===== src/lorenz_pkg.sv =====
// Shared types, constants and the microcode table of the Lorenz Euler step block.
package lorenz_pkg;

    // Fixed-point format: signed Q8.24
    localparam int FRAC_BITS = 24;
    localparam int DATA_W    = 32;
    localparam int WIDE_W    = 2 * DATA_W + 1;
    localparam int SQ_W      = 2 * DATA_W;
    localparam int DIST_W    = DATA_W - 1;

    // Reset x coordinate: 0.1 rounded to nearest
    localparam logic signed [DATA_W-1:0] POINT_X_RESET =
        DATA_W'(((64'd1 << FRAC_BITS) + 64'd5) / 64'd10);

    // Half an LSB of the product, for round to nearest
    localparam logic signed [WIDE_W-1:0] ROUND_HALF = 65'sd1 << (FRAC_BITS - 1);

    // Microcode length and square root length
    localparam int NUM_UOPS   = 20;
    localparam int UOP_W      = $clog2(NUM_UOPS);
    localparam int ROOT_STEPS = DATA_W;
    localparam int ROOT_CNT_W = $clog2(ROOT_STEPS);

    // Operations of the shared arithmetic unit
    typedef enum logic [1:0] {
        OP_ADD,
        OP_SUB,
        OP_MUL,
        OP_SQ
    } t_op;

    // Operand sources and writeback destinations
    typedef enum logic [3:0] {
        SEL_H,
        SEL_A,
        SEL_B,
        SEL_C,
        SEL_X0,
        SEL_Y0,
        SEL_Z0,
        SEL_X1,
        SEL_Y1,
        SEL_Z1,
        SEL_T0,
        SEL_T1,
        SEL_ACC
    } t_sel;

    // One microcode word
    typedef struct packed {
        t_op  op;
        t_sel src_a;
        t_sel src_b;
        t_sel dst;
    } t_uop;

    // Request to the shared arithmetic unit
    typedef struct packed {
        t_op                      op;
        logic signed [DATA_W-1:0] a;
        logic signed [DATA_W-1:0] b;
    } t_alu_req;

    // Saturate an exact wide value to 32 bits signed
    function automatic logic signed [DATA_W-1:0] sat32(input logic signed [WIDE_W-1:0] v);
        logic signed [DATA_W-1:0] res;
        if (v > 65'sd2147483647) begin
            res = 32'sh7fff_ffff;
        end else if (v < -65'sd2147483648) begin
            res = 32'sh8000_0000;
        end else begin
            res = v[DATA_W-1:0];
        end
        return res;
    endfunction

    // Microcode: Euler update followed by the six squares
    function automatic t_uop uop_at(input logic [UOP_W-1:0] step);
        t_uop u;
        case (step)
            5'd0:    u = '{OP_SUB, SEL_Y0, SEL_X0, SEL_T0};  // y0 - x0
            5'd1:    u = '{OP_MUL, SEL_H,  SEL_A,  SEL_T1};  // h * sigma
            5'd2:    u = '{OP_MUL, SEL_T1, SEL_T0, SEL_T0};
            5'd3:    u = '{OP_ADD, SEL_X0, SEL_T0, SEL_X1};
            5'd4:    u = '{OP_SUB, SEL_B,  SEL_Z0, SEL_T0};  // rho - z0
            5'd5:    u = '{OP_MUL, SEL_X0, SEL_T0, SEL_T0};
            5'd6:    u = '{OP_SUB, SEL_T0, SEL_Y0, SEL_T0};
            5'd7:    u = '{OP_MUL, SEL_H,  SEL_T0, SEL_T0};
            5'd8:    u = '{OP_ADD, SEL_Y0, SEL_T0, SEL_Y1};
            5'd9:    u = '{OP_MUL, SEL_X0, SEL_Y0, SEL_T0};  // x0 * y0
            5'd10:   u = '{OP_MUL, SEL_C,  SEL_Z0, SEL_T1};  // beta * z0
            5'd11:   u = '{OP_SUB, SEL_T0, SEL_T1, SEL_T0};
            5'd12:   u = '{OP_MUL, SEL_H,  SEL_T0, SEL_T0};
            5'd13:   u = '{OP_ADD, SEL_Z0, SEL_T0, SEL_Z1};
            5'd14:   u = '{OP_SQ,  SEL_X0, SEL_X0, SEL_ACC};
            5'd15:   u = '{OP_SQ,  SEL_Y0, SEL_Y0, SEL_ACC};
            5'd16:   u = '{OP_SQ,  SEL_Z0, SEL_Z0, SEL_ACC};
            5'd17:   u = '{OP_SQ,  SEL_X1, SEL_X1, SEL_ACC};
            5'd18:   u = '{OP_SQ,  SEL_Y1, SEL_Y1, SEL_ACC};
            5'd19:   u = '{OP_SQ,  SEL_Z1, SEL_Z1, SEL_ACC};
            default: u = '{OP_ADD, SEL_H,  SEL_H,  SEL_T0};
        endcase
        return u;
    endfunction

endpackage


===== src/lorenz_in_if.sv =====
// Input channel: step size and Lorenz coefficients per request.
interface lorenz_in_if;
    logic               valid;
    logic               ready;
    logic signed [31:0] step_size;
    logic signed [31:0] sigma;
    logic signed [31:0] rho;
    logic signed [31:0] beta;

    modport source (output valid, step_size, sigma, rho, beta, input ready);
    modport sink   (input valid, step_size, sigma, rho, beta, output ready);
endinterface


===== src/lorenz_out_if.sv =====
// Output channel: new point and joint distance per request.
interface lorenz_out_if;
    logic               valid;
    logic               ready;
    logic signed [31:0] x_next;
    logic signed [31:0] y_next;
    logic signed [31:0] z_next;
    logic        [30:0] joint_distance;

    modport source (output valid, x_next, y_next, z_next, joint_distance, input ready);
    modport sink   (input valid, x_next, y_next, z_next, joint_distance, output ready);
endinterface


===== src/lorenz_alu.sv =====
// Shared two-stage arithmetic unit: add, subtract, rounded multiply, square.
module lorenz_alu (
    input  logic                                    i_clk,
    input  lorenz_pkg::t_alu_req                    i_req,
    output logic signed [lorenz_pkg::DATA_W-1:0]    o_result,
    output logic        [lorenz_pkg::SQ_W-1:0]      o_square
);
    import lorenz_pkg::*;

    logic signed [WIDE_W-1:0] r_wide;
    t_op                      r_op;
    logic signed [SQ_W-1:0]   prod;
    logic signed [WIDE_W-1:0] scaled;

    // Exact product of the operands
    assign prod = SQ_W'(i_req.a) * SQ_W'(i_req.b);

    // Stage one: exact result, held for the next cycle
    always_ff @(posedge i_clk) begin
        r_op <= i_req.op;
        case (i_req.op)
            OP_ADD:  r_wide <= WIDE_W'(i_req.a) + WIDE_W'(i_req.b);
            OP_SUB:  r_wide <= WIDE_W'(i_req.a) - WIDE_W'(i_req.b);
            OP_MUL:  r_wide <= WIDE_W'(prod);
            OP_SQ:   r_wide <= WIDE_W'(prod);
            default: r_wide <= '0;
        endcase
    end

    // Stage two: round a multiply to nearest, then saturate every result
    always_comb begin
        if (r_op == OP_MUL) begin
            scaled = (r_wide + ROUND_HALF) >>> FRAC_BITS;
        end else begin
            scaled = r_wide;
        end
    end

    assign o_result = sat32(scaled);
    assign o_square = r_wide[SQ_W-1:0];

endmodule


===== src/lorenz_isqrt.sv =====
// Iterative floor square root of a 64-bit value, one result bit per cycle.
module lorenz_isqrt (
    input  logic                               i_clk,
    input  logic                               i_rst_n,
    input  logic                               i_start,
    input  logic [lorenz_pkg::SQ_W-1:0]        i_value,
    output logic                               o_done,
    output logic [lorenz_pkg::DATA_W-1:0]      o_root
);
    import lorenz_pkg::*;

    localparam int REM_W = DATA_W + 2;
    localparam int TRY_W = REM_W + 2;

    logic                  r_busy;
    logic                  r_done;
    logic [ROOT_CNT_W-1:0] r_count;
    logic [SQ_W-1:0]       r_val;
    logic [REM_W-1:0]      r_rem;
    logic [DATA_W-1:0]     r_root;

    logic [TRY_W-1:0]      shifted;
    logic [TRY_W-1:0]      trial;
    logic [TRY_W-1:0]      diff;
    logic                  fits;

    // Bring down the next two bits and try the next root bit
    assign shifted = {r_rem, r_val[SQ_W-1 -: 2]};
    assign trial   = TRY_W'({r_root, 2'b01});
    assign diff    = shifted - trial;
    assign fits    = (shifted >= trial);

    // Control: step once for each root bit, then flag done
    always_ff @(posedge i_clk) begin
        if (!i_rst_n) begin
            r_busy  <= 1'b0;
            r_done  <= 1'b0;
            r_count <= '0;
        end else begin
            r_done <= 1'b0;
            if (i_start) begin
                r_busy  <= 1'b1;
                r_count <= '0;
            end else if (r_busy) begin
                r_count <= r_count + 1'b1;
                if (r_count == ROOT_CNT_W'(ROOT_STEPS - 1)) begin
                    r_busy <= 1'b0;
                    r_done <= 1'b1;
                end
            end
        end
    end

    // Datapath: restoring digit recurrence
    always_ff @(posedge i_clk) begin
        if (i_start) begin
            r_val  <= i_value;
            r_rem  <= '0;
            r_root <= '0;
        end else if (r_busy) begin
            r_val <= {r_val[SQ_W-3:0], 2'b00};
            if (fits) begin
                r_rem  <= diff[REM_W-1:0];
                r_root <= {r_root[DATA_W-2:0], 1'b1};
            end else begin
                r_rem  <= shifted[REM_W-1:0];
                r_root <= {r_root[DATA_W-2:0], 1'b0};
            end
        end
    end

    assign o_done = r_done;
    assign o_root = r_root;

endmodule


===== src/lorenz_euler_step.sv =====
// Top level of the Lorenz Euler step block: sequencer, operand registers, output stage.
//
// Each accepted request takes one forward Euler step of the Lorenz system from
// the stored point (reset to 0.1, 0, 0) and returns the new point and the floor
// square root of the summed squares of the old and new points, the point in
// signed Q8.24 and the distance in unsigned Q7.24, both with saturation. With the
// output free, a request passes the accepting state, 20 micro-operations, each
// an issue and a write back, on the single shared multiplier/adder, the
// bit-serial square root until it flags done, and a last state that hands the
// result to the output register. The input is not ready while a request is in
// work; a finished result sits in the output register, so the next request may
// be accepted before it is taken. A result still waiting there holds the next
// one in its last state, and the input stays not ready until it is taken.
module lorenz_euler_step (
    input  logic         i_clk,
    input  logic         i_rst_n,
    lorenz_in_if.sink    i_in,
    lorenz_out_if.source o_out
);
    import lorenz_pkg::*;

    typedef enum logic [4:0] {
        ST_IDLE  = 5'b00001,
        ST_ISSUE = 5'b00010,
        ST_WB    = 5'b00100,
        ST_ROOT  = 5'b01000,
        ST_DONE  = 5'b10000
    } t_state;

    t_state                   r_state;
    logic [UOP_W-1:0]         r_step;

    // Request operands and the stored point
    logic signed [DATA_W-1:0] r_h, r_a, r_b, r_c;
    logic signed [DATA_W-1:0] r_x0, r_y0, r_z0;
    logic signed [DATA_W-1:0] r_x1, r_y1, r_z1;
    logic signed [DATA_W-1:0] r_t0, r_t1;
    logic [SQ_W-1:0]          r_acc;

    // Output register
    logic                     r_out_valid;
    logic signed [DATA_W-1:0] r_out_x, r_out_y, r_out_z;
    logic [DIST_W-1:0]        r_out_dist;

    t_uop                     uop;
    t_alu_req                 alu_req;
    logic signed [DATA_W-1:0] alu_result;
    logic [SQ_W-1:0]          alu_square;
    logic [SQ_W:0]            acc_sum;
    logic [SQ_W-1:0]          n_acc;
    logic                     root_start;
    logic                     root_done;
    logic [DATA_W-1:0]        root;
    logic                     last_uop;
    logic                     out_free;

    assign uop      = uop_at(r_step);
    assign last_uop = (r_step == UOP_W'(NUM_UOPS - 1));
    assign out_free = !r_out_valid || o_out.ready;

    // Select the operation and both operands
    always_comb begin
        alu_req.op = uop.op;
        case (uop.src_a)
            SEL_H:   alu_req.a = r_h;
            SEL_A:   alu_req.a = r_a;
            SEL_B:   alu_req.a = r_b;
            SEL_C:   alu_req.a = r_c;
            SEL_X0:  alu_req.a = r_x0;
            SEL_Y0:  alu_req.a = r_y0;
            SEL_Z0:  alu_req.a = r_z0;
            SEL_X1:  alu_req.a = r_x1;
            SEL_Y1:  alu_req.a = r_y1;
            SEL_Z1:  alu_req.a = r_z1;
            SEL_T0:  alu_req.a = r_t0;
            SEL_T1:  alu_req.a = r_t1;
            default: alu_req.a = '0;
        endcase
        case (uop.src_b)
            SEL_H:   alu_req.b = r_h;
            SEL_A:   alu_req.b = r_a;
            SEL_B:   alu_req.b = r_b;
            SEL_C:   alu_req.b = r_c;
            SEL_X0:  alu_req.b = r_x0;
            SEL_Y0:  alu_req.b = r_y0;
            SEL_Z0:  alu_req.b = r_z0;
            SEL_X1:  alu_req.b = r_x1;
            SEL_Y1:  alu_req.b = r_y1;
            SEL_Z1:  alu_req.b = r_z1;
            SEL_T0:  alu_req.b = r_t0;
            SEL_T1:  alu_req.b = r_t1;
            default: alu_req.b = '0;
        endcase
    end

    lorenz_alu u_alu (
        .i_clk    (i_clk),
        .i_req    (alu_req),
        .o_result (alu_result),
        .o_square (alu_square)
    );

    // Accumulate squares, saturating at all ones
    assign acc_sum = {1'b0, r_acc} + {1'b0, alu_square};
    assign n_acc   = acc_sum[SQ_W] ? '1 : acc_sum[SQ_W-1:0];

    assign root_start = (r_state == ST_WB) && last_uop;

    lorenz_isqrt u_isqrt (
        .i_clk   (i_clk),
        .i_rst_n (i_rst_n),
        .i_start (root_start),
        .i_value (n_acc),
        .o_done  (root_done),
        .o_root  (root)
    );

    // Sequencer and stored point
    always_ff @(posedge i_clk) begin
        if (!i_rst_n) begin
            r_state <= ST_IDLE;
            r_step  <= '0;
            r_x0    <= POINT_X_RESET;
            r_y0    <= '0;
            r_z0    <= '0;
        end else begin
            case (r_state)
                ST_IDLE: begin
                    if (i_in.valid) begin
                        r_step  <= '0;
                        r_state <= ST_ISSUE;
                    end
                end
                ST_ISSUE: begin
                    r_state <= ST_WB;
                end
                ST_WB: begin
                    if (last_uop) begin
                        r_state <= ST_ROOT;
                    end else begin
                        r_step  <= r_step + 1'b1;
                        r_state <= ST_ISSUE;
                    end
                end
                ST_ROOT: begin
                    if (root_done) begin
                        r_state <= ST_DONE;
                    end
                end
                ST_DONE: begin
                    // Advance the point once the result has a place to go
                    if (out_free) begin
                        r_x0    <= r_x1;
                        r_y0    <= r_y1;
                        r_z0    <= r_z1;
                        r_state <= ST_IDLE;
                    end
                end
                default: begin
                    r_state <= ST_IDLE;
                end
            endcase
        end
    end

    // Capture request operands and write back unit results
    always_ff @(posedge i_clk) begin
        if (r_state == ST_IDLE && i_in.valid) begin
            r_h   <= i_in.step_size;
            r_a   <= i_in.sigma;
            r_b   <= i_in.rho;
            r_c   <= i_in.beta;
            r_acc <= '0;
        end
        if (r_state == ST_WB) begin
            case (uop.dst)
                SEL_X1:  r_x1  <= alu_result;
                SEL_Y1:  r_y1  <= alu_result;
                SEL_Z1:  r_z1  <= alu_result;
                SEL_T0:  r_t0  <= alu_result;
                SEL_T1:  r_t1  <= alu_result;
                SEL_ACC: r_acc <= n_acc;
                default: ;
            endcase
        end
    end

    // Output register: load on completion, drop when taken
    always_ff @(posedge i_clk) begin
        if (!i_rst_n) begin
            r_out_valid <= 1'b0;
        end else if (r_state == ST_DONE && out_free) begin
            r_out_valid <= 1'b1;
        end else if (o_out.ready) begin
            r_out_valid <= 1'b0;
        end
    end

    always_ff @(posedge i_clk) begin
        if (r_state == ST_DONE && out_free) begin
            r_out_x    <= r_x1;
            r_out_y    <= r_y1;
            r_out_z    <= r_z1;
            r_out_dist <= root[DATA_W-1] ? '1 : root[DIST_W-1:0];
        end
    end

    assign i_in.ready           = (r_state == ST_IDLE);
    assign o_out.valid          = r_out_valid;
    assign o_out.x_next         = r_out_x;
    assign o_out.y_next         = r_out_y;
    assign o_out.z_next         = r_out_z;
    assign o_out.joint_distance = r_out_dist;

endmodule


===== src/flat_wrapper.sv =====
// flat-port wrapper written by rule: the top's interface ports become plain ports
module lorenz_euler_step_flat import lorenz_pkg::*;
  (i_clk, i_rst_n, i_in_valid, i_in_step_size, i_in_sigma, i_in_rho, i_in_beta, i_in_ready, o_out_valid, o_out_x_next, o_out_y_next, o_out_z_next, o_out_joint_distance, o_out_ready);
  lorenz_in_if i_in_i ();
  lorenz_out_if o_out_i ();
  input  logic i_clk;
  input  logic i_rst_n;
  input wire logic [$bits(i_in_i.valid)-1:0] i_in_valid;
  input wire logic [$bits(i_in_i.step_size)-1:0] i_in_step_size;
  input wire logic [$bits(i_in_i.sigma)-1:0] i_in_sigma;
  input wire logic [$bits(i_in_i.rho)-1:0] i_in_rho;
  input wire logic [$bits(i_in_i.beta)-1:0] i_in_beta;
  output wire logic [$bits(i_in_i.ready)-1:0] i_in_ready;
  output wire logic [$bits(o_out_i.valid)-1:0] o_out_valid;
  output wire logic [$bits(o_out_i.x_next)-1:0] o_out_x_next;
  output wire logic [$bits(o_out_i.y_next)-1:0] o_out_y_next;
  output wire logic [$bits(o_out_i.z_next)-1:0] o_out_z_next;
  output wire logic [$bits(o_out_i.joint_distance)-1:0] o_out_joint_distance;
  input wire logic [$bits(o_out_i.ready)-1:0] o_out_ready;
  assign i_in_i.valid = i_in_valid;
  assign i_in_i.step_size = i_in_step_size;
  assign i_in_i.sigma = i_in_sigma;
  assign i_in_i.rho = i_in_rho;
  assign i_in_i.beta = i_in_beta;
  assign i_in_ready = i_in_i.ready;
  assign o_out_valid = o_out_i.valid;
  assign o_out_x_next = o_out_i.x_next;
  assign o_out_y_next = o_out_i.y_next;
  assign o_out_z_next = o_out_i.z_next;
  assign o_out_joint_distance = o_out_i.joint_distance;
  assign o_out_i.ready = o_out_ready;
  lorenz_euler_step u_core (.i_clk(i_clk), .i_rst_n(i_rst_n), .i_in(i_in_i), .o_out(o_out_i));
endmodule

===== config.mk =====
export PLATFORM = sky130hd
export DESIGN_NAME = lorenz_euler_step_flat
export DESIGN_NICKNAME = d
export VERILOG_FILES = /design/src/lorenz_pkg.sv /design/src/lorenz_in_if.sv /design/src/lorenz_out_if.sv /design/src/lorenz_alu.sv /design/src/lorenz_isqrt.sv /design/src/lorenz_euler_step.sv /design/src/flat_wrapper.sv
export SDC_FILE = /design/constraint.sdc
export NUM_CORES = 2
export LEC_CHECK = 0
export ABC_AREA = 1
export CORE_MARGIN = 10
export CORE_UTILIZATION = 55
export DETAILED_ROUTE_END_ITERATION = 10
export DONT_BUFFER_PORTS = 1
export HOLD_SLACK_MARGIN = 0.12
export PLACE_DENSITY = 0.81
export SLEW_MARGIN = 20
export SYNTH_ARGS = -nofsm -noshare
export SYNTH_HDL_FRONTEND = slang
export SYNTH_SLANG_ARGS = --single-unit

===== constraint.sdc =====
create_clock -name i_clk -period 9.9 [get_ports i_clk]
set_clock_uncertainty 0.05 [all_clocks]
set_input_delay 1.485 -clock i_clk [delete_from_list [all_inputs] [get_ports i_clk]]
set_output_delay 1.485 -clock i_clk [all_outputs]
set_load 0.02 [all_outputs]

# Word-level counts from Yosys, hierarchy flattened
# Memory sizes are Yosys's and may differ from the RTL's. A register that Yosys moved wholly into a read port is not among the register bits.
# Cells that the tools add are included.
[totals]
word_cells = 137
n_memories = 1
output_inout_bits = 129
reg_bits = 790
romBits = 448
input_bits = 132
[op_classes]
add_sub_neg = 7
mux = 30
bitwise = 2
reduce_logical = 22
magnitude_cmp = 3
multipliers = 1
eq_ne = 43
[memory_table]
columns = ["name", "depth", "width", "rd", "rd_ports_with_merged_regs", "write_ports", "line_no", "text"]
rows = [
  ["(name not given)", 32, 14, 1, 1, 0, "lorenz_pkg.sv:80", "case (step)"],
]
[ops]
columns = ["op", "count"]
rows = [
  ["$pmux W32 S12", 2],
  ["$mux W64", 6],
  ["$pmux W65 S3", 1],
  ["$add A64 B64 Y65", 1],
  ["$add A65 B25 Y65 const B", 1],
  ["$gt A65 B32 Y1 const B", 1],
  ["$lt A65 B32 Y1 const B", 1],
  ["$mux W65", 1],
  ["$mul A32 B32 Y64", 1],
  ["$mux W32", 2],
  ["$eq A4 B4 Y1 const B", 13],
  ["$eq A4 B3 Y1 const B", 9],
  ["$ge A36 B34 Y1", 1],
  ["$mux W5", 7],
  ["$mux W34", 1],
  ["$sub A34 B34 Y34", 1],
  ["$add A32 B32 Y33", 1],
  ["$sub A32 B32 Y33", 1],
  ["$pmux W5 S5", 1],
  ["$eq A4 B2 Y1 const B", 4],
  ["$eq A5 B5 Y1 const B", 3],
  ["$reduce_and A2 Y1", 6],
  ["$add A5 B1 Y5 const B", 2],
  ["$pmux W5 S2", 1],
  ["other kinds (21)", 40],
]

# Depth between registers and ports, before layout
[logic_depth]
ltp_word = 5
ltp_mapped = 42
depth_no_buf = 41

# Hierarchy
# From an unflattened synthesis, not the netlist that was laid out.
[unflattened]
cells_unflattened = 11155
area_unflattened_um2 = 85640.9
[by_module_without_submodules]
columns = ["module", "cells_per_inst", "n_inst", "area_per_inst_um2"]
rows = [
  ["lorenz_alu", 6334, 1, 46352.0],
  ["lorenz_euler_step", 3664, 1, 31202.4],
  ["lorenz_isqrt", 1157, 1, 8086.5],
]

# Least setup slack after synthesis
# No wires, ideal clock.
[synth_timing]
path_kind = "register to register"
startpoint = "reg u_core.uop[8] (netlist name)"
endpoint = "reg u_core.u_alu.r_wide[51]"
t_arrival_ns = 8.112
stages_incl_launch_ff = 34
path_slack_ns = 1.613
period_less_slack_ns = 8.287
t_required_ns = 9.725
path_cell_list = "dfxtp_1 > nor2_1 > nand2_1 > buf_1 > o22ai_1 > nor4_1 > inv_1 > buf_2 > nand2_1 > inv_1 > fa_1 > fa_1 > fa_1 > fa_1 > inv_1 > fa_1 > inv_1 > fa_1 > inv_1 > fa_1 > inv_1 > fa_1 > ha_1 > nand2_1 > nor2_1 > inv_1 > nor2_1 > inv_1 > nor4_1 > nand2_1 > nand3_1 > nand2_1 > nand3_1 > nand3_1"
[synth_via]
elab_chain_len = 4
word_cells_on_any_way = 17
classes_between = "add/sub (2); mul (1); eq/ne (11); mux (2); reduce/logical (1)"
[synth_rtl]
columns = ["element", "line_no", "text"]
rows = [
  ["$eq A4 B4 Y1 (tied with other cells)", "lorenz_euler_step.sv:64", "case (uop.src_a)"],
  ["$pmux W32 S12 (*)", "lorenz_euler_step.sv:64", ""],
  ["$mul A32 B32 Y64 (tied with other cells)", "lorenz_alu.sv:16", "assign prod = SQ_W'(i_req.a) * SQ_W'(i_req.b);"],
  ["$pmux W65 S3 (*)", "lorenz_alu.sv:21", "case (i_req.op)"],
  ["to (signal assigned)", "lorenz_alu.sv:22", "OP_ADD: r_wide <= WIDE_W'(i_req.a) + WIDE_W'(i_req.b);"],
  ["to (signal assigned)", "lorenz_alu.sv:23", "OP_SUB: r_wide <= WIDE_W'(i_req.a) - WIDE_W'(i_req.b);"],
  ["to (signal assigned)", "lorenz_alu.sv:24", "OP_MUL: r_wide <= WIDE_W'(prod);"],
  ["to (decl)", "lorenz_alu.sv:10", "logic signed [WIDE_W-1:0] r_wide;"],
]
# Every way passes the cells marked *; elsewhere a longest branch is shown, timed or not.
# A chain may end at the register's enable or synchronous reset.

# Worst setup path in the final report
[layout_timing]
startpoint = "reg u_core.uop[5] (netlist name)"
endpoint = "reg u_core.u_alu.r_wide[27]"
[layout_via]
elab_chain_len = 4
word_cells_on_any_way = 17
classes_between = "add/sub (2); mul (1); eq/ne (11); mux (2); reduce/logical (1)"
[layout_rtl]
columns = ["element", "line_no", "text"]
rows = [
  ["$eq A4 B4 Y1 (tied with other cells)", "lorenz_euler_step.sv:79", "case (uop.src_b)"],
  ["$pmux W32 S12 (*)", "lorenz_euler_step.sv:79", ""],
  ["$mul A32 B32 Y64 (tied with other cells)", "lorenz_alu.sv:16", ""],
  ["$pmux W65 S3 (*)", "lorenz_alu.sv:21", ""],
]
# Marks and branches as above.

==> flow_summary.yaml <==
min_path:
  hold-path-cell-count: 2
  min_path_type: "reg -> reg"
  min_from: "u_core.u_isqrt.r_rem[33]"
  min_to: "u_core.u_isqrt.r_rem[33]"
floorplanning:
  core_mm2: 0.1494
  die_y_um: 407.4
  fp-row-count: 142
  initial_core_util_pct: 55.25
  die_x_um: 407.4
  fp.dieArea_mm2: 0.1660
  ios: 261
global_route:
  gr-total-overflow: 0
  grt_first_pass_wirelength_um: 460700
  grtUsageTotal_pct: 36.38
  grt_max_degree: 175
  grt_pass1_vias: 73840
  antenna_found_initial: 16
sta:
  finalCritPeriodShare_pct: 97.69
  drv_slew: 0
  setup_viol: 0
  hold_viol_final: 0
  tightest_slew_ns: 1.092
  max_freq_mhz: 103.4
  rsz0062_at_grt: "yes"
  finalCriticalPeriod_ns: 9.671
  relSlewSlack_pct: 27.23
  worst_slack_ns: 0.2286
setup_path:
  cp-end-kind: "flop"
  critPathArrivalTime_ns: 10.21
  crit_required_ns: 10.44
  r2r_setup_slack_ns: 0.23
  r2r_start: "u_core.uop[5]"
  worstSetupPathType: "reg -> reg"
  r2r-end: "u_core.u_alu.r_wide[27]"
  path_max_fanout: 30
  cp_slowest_cell: "fa_1"
  cpMostUsedCell: "fa_1"
  r2r_cells: 31
  critical-path-max-stage-delay_ns: 0.62
  cp-start-kind: "flop"
  crit_start: "u_core.uop[5]"
cells_and_area:
  seq_area_mm2: 0.02087
  fill_cells: 13170
  utilization_pct: 59.73
  drive_gt1_share_pct: 5.315
  syn_to_final_growth_pct: 8.116
  multi_input_area_mm2: 0.05130
  fin_nets: 11810
synth:
  synth_cells: 10280
  yosysUniqueCellTypes: 61
  netlist_area_mm2: 0.08255
  synthFlopType: "edfxtp_1"
  netlist.area_leader.share_pct: 26.34
  synth_area_leader_cell: "fa_1"
  yosysSeqAreaShare_pct: 25.28
  yosys_warnings: 0
  synth_edf_count: 479
  synth_seq_cells: 803
  synthArstFlopShare_pct: 0
  avgSynthCellArea_um2: 8.030
  netlist_top_cells_area: "fa_1, edfxtp_1, nand2_1"
  syn_nets: 11860
routing:
  drtIter0Drc: 9249
  ant_nets: 0
  num_vias: 73250
  routed_wl_um: 306800
  first_pass_iters: 7
  drc: 0
  wl_per_cell_um: 24.86
  viasPerCell: 5.936
run:
  maxCapViolCount: 0
cts:
  clk_latency_ns: 0.73
  ctsHtreeMaxLevel: 3
  hold_buffers: 0
  root_buffer: "clkbuf_16"
  numCtsBuffers: 87
  clk_pin_slew_ns: 0.07
  cts_tree: "built"
  clock-sinks: 803
  cts_buffer_depth: 3
place:
  portBuffers: 0
  dp_slack_ns: 0.1761
  dp_hpwl_um: 242200
  place_congestion: 1.078
run_status:
  outcome: "completed"
logic make-up after synthesis:
group                    Yosys count  share of synthesized area [%]
AND/OR/NAND/NOR                 3744                          18.57
buffers and inverters           2727                          12.83
AO/OA/AOI/OAI                   1458                          10.47
adder cells (fa/ha/maj)         1443                          31.75
flip-flops                       803                          25.28
XOR/XNOR                         105                          1.114
repair_timing:
item / CTS / global route
resized for setup: 0 / 28
endpoints found under the hold margin: 0 / 0
buffers inserted: 0 / 9
setup endpoints to repair: 0 / 23
cell type report:
| type | instances | area share, % |
|---|---|---|
| Inverter | 2312 | 9.750 |
| Multi-Input combinational cell | 6750 | 57.48 |
| Tap cell | 2016 | 2.826 |
| Clock inverter | 50 | 0.7388 |
| Timing Repair Buffer | 283 | 3.150 |
| Sequential cell | 803 | 23.38 |
| Clock buffer | 113 | 2.638 |
| Antenna cell | 12 | 0.03365 |
worst max-delay path: cells and delay by family (launching register included):
kind,cells,cell delay [ns]
AOI/OAI and AO/OA,3,0.91
and+or+nand+nor,11,2.24
DFF,1,0.39
buffers and inverters,8,1.26
adders and majority gates,9,4.60
registers in the layout, indices dropped and copies added (netlist names), 14 cells and up:
register,count
u_core.o_out.z_next,32
u_core.r_acc,64
u_core.r_t0,32
u_core.r_t1,32
u_core.o_out.y_next,32
u_core.r_y0,32
u_core.r_b,32
u_core.uop,14
u_core.u_isqrt.r_val,64
u_core.r_y1,32
u_core.r_a,32
u_core.o_out.x_next,32
u_core.r_x0,32
u_core.u_isqrt.o_root,32
u_core.u_alu.r_wide,64
u_core.r_h,32
u_core.r_z1,32
u_core.r_z0,32
u_core.r_x1,32
u_core.o_out.joint_distance,31
u_core.u_isqrt.r_rem,34
u_core.r_c,32
per-layer routing:
layer  track usage (%)  routed length [um]  vias to the layer above
met3             7.956               33440                     1096
met1             47.20              115900                    35530
li1                  -                   -                    32020
met2             55.72              134500                     4592
met5                 0                  18                        -
met4             22.11               22930                        4
worst max path at each step:
stage                               to  slack [ns]  depth (start not counted)
6_report       u_core.u_alu.r_wide[27]        0.23                         31
5_1_grt        u_core.u_alu.r_wide[27]       -0.07                         31
4_1_cts        u_core.u_alu.r_wide[47]        0.13                         30
3_5_place_dp   u_core.u_alu.r_wide[47]        0.18                         30
3_3_place_gp   u_core.u_alu.r_wide[47]        0.13                         30
2_1_floorplan  u_core.u_alu.r_wide[51]        1.61                         33
cells in the mapped netlist, drive strengths merged, types with 3 or more instances:
master   instances
nand3          497
a31oi           56
o21bai          31
nor2           709
o22ai          203
o211ai          36
nand4           78
nand2         2329
clkinv           5
a21oi          433
nor4            34
buf            259
o221ai           4
xnor2           51
xor2            54
clkbuf         156
edfxtp         479
a21boi          11
a221oi         143
o2111ai          3
dfxtp          324
o211a            3
ha             357
inv           2307
fa            1086
or2             22
and3             6
o21a            11
nor3            54
o31ai            6
a221o           10
a211oi           4
a21o            25
o311ai           3
nand3b          10
o21ai          470
stage by stage:
step	instances	area, um^2	hold WS (ns)	setup TNS [ns]
after CTS	12320	89030	0.4049	0
after global routing	12330	89240	0.4159	-0.07420
after global placement	12160	86020	0.3881	0
after floorplan	10280	82550	0.2790	0
after detailed placement	12160	86020	0.3906	0
final	12340	89250	0.4040	0
cell usage in the layout, fill, tap and decap left out, types with 56 or more instances in the layout:
master / Yosys / final
a21oi_1: 430 / 430
a221oi_1: 143 / 135
a31oi_1: 56 / 56
buf_4: 2 / 227
clkbuf_16: 0 / 87
dfxtp_1: 324 / 324
edfxtp_1: 479 / 479
fa_1: 1086 / 1086
ha_1: 357 / 357
inv_1: 2297 / 2290
nand2_1: 2322 / 2318
nand3_1: 493 / 488
nand4_1: 77 / 77
nor2_1: 688 / 676
o21ai_0: 461 / 461
o22ai_1: 203 / 203
Power is not shown: default switching activity piles up to over one toggle a cycle in this logic, so the estimate is an artifact.
